===== src/rtl/core/prft_pkg.sv =====
package prft_pkg;
  localparam logic [1:0] ACT_ONLINE  = 2'd0;
  localparam logic [1:0] ACT_OFFLINE = 2'd1;
  localparam logic [1:0] ACT_EXPIRE  = 2'd2;
  localparam logic [1:0] ACT_LOOKUP  = 2'd3;
  localparam logic [1:0] ST_OK       = 2'd0;
  localparam logic [1:0] ST_INVALID  = 2'd1;
  localparam logic [1:0] ST_NO_SPACE = 2'd2;

  // table geometry; counts and the hop field are sized for these
  localparam int SLOTS    = 32;
  localparam int HOP_BITS = 48;

  typedef struct packed {
    logic [1:0]  action;
    logic [2:0]  source;
    logic [63:0] device_key;
    logic [63:0] now_ms;
  } req_t;

  // data handed from cell to cell during a scan
  typedef struct packed {
    logic        match_hit;
    logic        free_hit;
    logic        best_hit;
    logic [2:0]  best_prio;
    logic [31:0] best_seq;
    logic        old_hit;
    logic [31:0] old_seq;
    logic [5:0]  online_cnt;
    logic [5:0]  exp_cnt;
  } scan_t;

  // source priority rank; ranks rise with the source code, so ordering by source code orders by rank
  function automatic logic [6:0] prio_of(input logic [2:0] s);
    logic [6:0] p;
    case (s)
      3'd1: p = 7'd10;
      3'd2: p = 7'd20;
      3'd3: p = 7'd30;
      3'd4: p = 7'd40;
      3'd5: p = 7'd50;
      3'd6: p = 7'd60;
      3'd7: p = 7'd70;
      default: p = 7'd0;
    endcase
    return p;
  endfunction
endpackage


===== src/rtl/core/prft_cell.sv =====
// one slot: holds its entry and updates the shared scan state when the scan visits it
module prft_cell (
  input  logic                          clk,
  input  logic                          rst_n,
  input  logic                          step,       // scan visits this slot now
  input  prft_pkg::req_t                req,
  input  prft_pkg::scan_t               scan_in,
  input  logic                          wr_en,
  input  logic                          wr_new,
  input  logic [31:0]                   wr_seq,
  input  logic [prft_pkg::HOP_BITS-1:0] wr_hop,
  input  logic [63:0]                   wr_obs,
  input  logic [31:0]                   wr_ttl,
  input  logic                          clr_en,
  output prft_pkg::scan_t               scan_out,
  output logic                          is_match,
  output logic                          is_best,
  output logic                          is_old,
  output logic                          expire_me,
  output logic [prft_pkg::HOP_BITS-1:0] hop
);
  logic                          on_r;
  logic [2:0]                    src_r;
  logic [63:0]                   key_r;
  logic [prft_pkg::HOP_BITS-1:0] hop_r;
  logic [63:0]                   obs_r;
  logic [31:0]                   ttl_r;
  logic [31:0]                   seq_r;
  logic [63:0]                   age;
  logic                          keyeq;

  assign hop   = hop_r;
  assign age   = req.now_ms - obs_r;
  assign keyeq = on_r && key_r == req.device_key;
  assign is_match = keyeq && src_r == req.source;
  assign expire_me = on_r && ttl_r != '0 && obs_r != '0 && req.now_ms >= obs_r &&
                     age >= {32'd0, ttl_r};
  assign is_best = keyeq && (!scan_in.best_hit || src_r > scan_in.best_prio ||
                   (src_r == scan_in.best_prio && seq_r > scan_in.best_seq));
  assign is_old = on_r && (!scan_in.old_hit || seq_r < scan_in.old_seq);

  always_comb begin
    scan_out = scan_in;
    if (step) begin
      if (is_match) scan_out.match_hit = 1'b1;
      if (!on_r) scan_out.free_hit = 1'b1;
      if (on_r) scan_out.online_cnt = scan_in.online_cnt + 6'd1;
      if (is_best) begin
        scan_out.best_hit = 1'b1;
        scan_out.best_prio = src_r;
        scan_out.best_seq = seq_r;
      end
      if (is_old) begin
        scan_out.old_hit = 1'b1;
        scan_out.old_seq = seq_r;
      end
      if (req.action == prft_pkg::ACT_EXPIRE && expire_me)
        scan_out.exp_cnt = scan_in.exp_cnt + 6'd1;
    end
  end

  always_ff @(posedge clk) begin
    if (!rst_n) begin
      on_r <= 1'b0;
    end else if (clr_en) begin
      on_r <= 1'b0;
    end else if (wr_en) begin
      on_r <= 1'b1;
    end
    if (wr_en) begin
      hop_r <= wr_hop;
      obs_r <= wr_obs;
      ttl_r <= wr_ttl;
      if (wr_new) begin
        src_r <= req.source;
        key_r <= req.device_key;
        seq_r <= wr_seq;
      end
    end
  end
endmodule


===== config.mk =====
export PLATFORM = sky130hd
export DESIGN_NAME = prft_cell
export DESIGN_NICKNAME = d
export VERILOG_FILES = /design/src/rtl/core/prft_pkg.sv /design/src/rtl/core/prft_cell.sv
export SDC_FILE = /design/constraint.sdc
export NUM_CORES = 1
export LEC_CHECK = 0
export BUFFER_PORTS_ARGS = -buffer_cell sky130_fd_sc_hd__buf_2
export CORE_AREA = 4 4 205 207
export CTS_CLUSTER_SIZE = 28
export DETAILED_ROUTE_END_ITERATION = 7
export DIE_AREA = 0 0 209 211
export GPL_TIMING_DRIVEN = 0
export PLACE_DENSITY = 0.67
export SLEW_MARGIN = 30
export SYNTH_ARGS = -nofsm -noshare
export SYNTH_HDL_FRONTEND = slang
export SYNTH_SLANG_ARGS = --single-unit

===== constraint.sdc =====
create_clock -name clk -period 8.2 [get_ports clk]
set_input_delay 0.82 -clock clk [delete_from_list [all_inputs] [get_ports clk]]
set_output_delay 0.82 -clock clk [all_outputs]
set_load 0.02 [all_outputs]

==> metrics.cfg <==
[status]
status = finished, final reports clean

[floorplanning]
die_x_um = 209
core_um2 = 40400
start_util = 0.412
ios = 533
die_area_um2 = 44100
die_y_um = 211
fp-row-count = 74

[finish]
fin_util = 0.524
fillCellCount = 3799
final_nets = 2765
finalInstanceArea_um2 = 21100
drive_gt1_frac = 0.313
seqCellArea_um2 = 7320
multi_input_area_um2 = 8420
syn_to_final_growth_pct = 27.2

[min_path]
hold_class = in2reg
min-delay-start = clr_en
holdPathStages = 2

[worst_setup_path]
cp_num_cells = 27
crit_start = obs_r[0]$_DFFE_PP_
required_ns = 7.38
critPathSlowestCell = or4_4
max_stage_delay_ns = 0.56
cp-start-kind = register
crit_fanout = 6
r2r_cells = 2
cpMostUsedCell = a21oi_2
crit_family = compound AO/OA/AOI/OAI gates
cp_num_buf_inv = 3
crit-reg2reg-launch = on_r$_SDFFE_PP0P_
path_class = reg2out
end_kind = output port
arrival_ns = 7.12

[timing]
slew_headroom = 0.335
timing.final.max_slew_violations = 0
skew_ns = 0
finalSetupViolations = 0
min_period_over_period = 0.968
fmax_mhz = 126
tightest_slew_ns = 0.985
finalHoldViolCount = 0
rsz0062_at_grt = no
fin_crit_ns = 7.94
setup_tns_ns = 0

[route]
drc = 0
vias = 15200
drt_iter0_drc = 1229
wl_mm = 60.8
first_pass_iters = 6
avgViaCountPerCell = 5.46
routedWlPerCell_um = 21.9
ant_nets = 0

[synthesis]
synth_edf_count = 243
yosysTopAreaCell = edfxtp_1
ys_ff_latch = 244
post-synth-top-count-cell = edfxtp_1
synth_area_um2 = 16600
ys_top_cells_by_count = 243 x edfxtp_1, 211 x inv_1, 164 x ha_1
synth_cell_types = 78
yosysTopAreaCellShare = 0.439
synthCells = 1631
ys_warn_count = 0
synthFlopType = edfxtp_1
synthTopCellsByArea = edfxtp_1 44%, ha_1 12%, inv_1 4.8%, mux2_2 4.6%, a21oi_1 3.8%
ys_seq_area_frac = 0.440
async_reset_ff_frac = 0
synth_area_per_cell_um2 = 10.2
syn_nets = 2194

[power]
sw_frac_of_total = 0.314
seqPwrFrac = 0.395
power_density_nw_per_um2 = 184
p_comb_frac = 0.269
fin_total_pwr_mw = 3.89
p_switching_mw = 1.22
p_clk_frac = 0.336
ir_worst_vdd_uv = 159
internal_power_mw = 2.67
power.static_leakage_nw = 9.54

[clock_tree]
cts_tree = built
cts.sinks = 244
clockRootBuffer = clkbuf_16
hold_buffers = 0
htreeDepth = 1
cts_max_path_buffers = 3
clk_latency_ns = 0.58
numCtsBuffers = 29
clkTransAtPathRegs_ns = 0.06

[placed_design]
place.port_buffers = 532
dpl-instance-area_um2 = 20000
place_hpwl_mm = 51.5
place.gp.congestion = 0.984

[global_routing]
grtUsageTotal = 0.262
overflow = 0
grt_max_degree = 89
grt_pass1_vias = 15300
antenna_found_initial = 31
grt_pass1_wl_mm = 89.2

[run]
drv_cap = 0

[routing by layer]
layer / part of all wire / track usage / vias up
met1: 0.41 / 0.335 / 7211
li1: - / - / 7237
met4: 0.039 / 0.106 / 16
met5: 0.0016 / 0 / -
met3: 0.064 / 0.0520 / 123
met2: 0.49 / 0.438 / 590
[power by group through the flow]
| stage | combinational [mW] | clock, mW | sequential, mW |
|---|---|---|---|
| after global routing | 1.16 | 1.40 | 1.55 |
| after floorplan | 0.621 | 0 | 1.57 |
| after global placement | 0.996 | 0 | 1.57 |
| after CTS | 1.03 | 1.34 | 1.54 |
| after detailed placement | 1.02 | 0 | 1.56 |
| final | 1.05 | 1.31 | 1.54 |
[registers in the layout, indices dropped and copies added (netlist names)]
signal  count
hop        48
key_r      64
obs_r      64
on_r        1
seq_r      32
src_r       3
ttl_r      32
[cells by family (layout without fill, tap and decap cells)]
group	Yosys count	count (layout)	share of synthesized area
muxes	74	74	0.0500
xor gates and xnor gates	93	93	0.0490
DFF	244	244	0.440
other	0	24	0
AOI/OAI and AO/OA	386	386	0.149
and+or+nand+nor	425	425	0.130
adders and majority gates	165	165	0.125
buffers and inverters	244	837	0.0568
[placed cells by master, fill, tap and decap left out, types with 29 or more instances in the layout]
master	instances
nor4_1	43
inv_1	211
xnor2_1	32
nand2_1	117
nand4_1	61
a21oi_1	124
o21ai_0	64
buf_2	541
clkbuf_16	29
mux2_2	68
edfxtp_1	243
nor2_1	82
nand3_1	30
a21o_1	38
ha_1	164
xor2_1	61
[through the flow]
| stage | worst slack, ns | hold WS, ns | std cells |
|---|---|---|---|
| 6_report | 0.259 | 0.392 | 2780 |
| 5_1_grt | 0.0305 | 0.367 | 2776 |
| 4_1_cts | 0.0349 | 0.352 | 2755 |
| 3_5_place_dp | -0.594 | 0.650 | 2698 |
| 3_3_place_gp | -0.626 | 0.620 | 2695 |
| 2_1_floorplan | 0.882 | 0.505 | 1631 |
[timing repair]
action | in CTS | in global routing
setup buffers | 4 | 0
endpoints found under the setup margin | 7 | 7
pin swaps | 6 | 2
gates resized for setup | 8 | 8
[area by class of cell]
| type | instances | share of cell area |
|---|---|---|
| multi-input combinational | 1143 | 0.398 |
| sequential | 244 | 0.346 |
| timing repair buffer | 540 | 0.131 |
| inverter | 211 | 0.0375 |
| clock buffer | 33 | 0.0350 |
| tap | 532 | 0.0315 |
| clock inverter | 20 | 0.0102 |
| buffer | 33 | 0.00716 |
| antenna | 24 | 0.00284 |
[path summary, 6_finish.rpt]
check / end / slack [ns]
max: scan_out[1] / 0.26
min: on_r$_SDFFE_PP0P_ / 0.39
max reg2reg: on_r$_SDFFE_PP0P_ / 7.38
min reg2reg: on_r$_SDFFE_PP0P_ / 0.64
(Power assumes the default switching activity.)
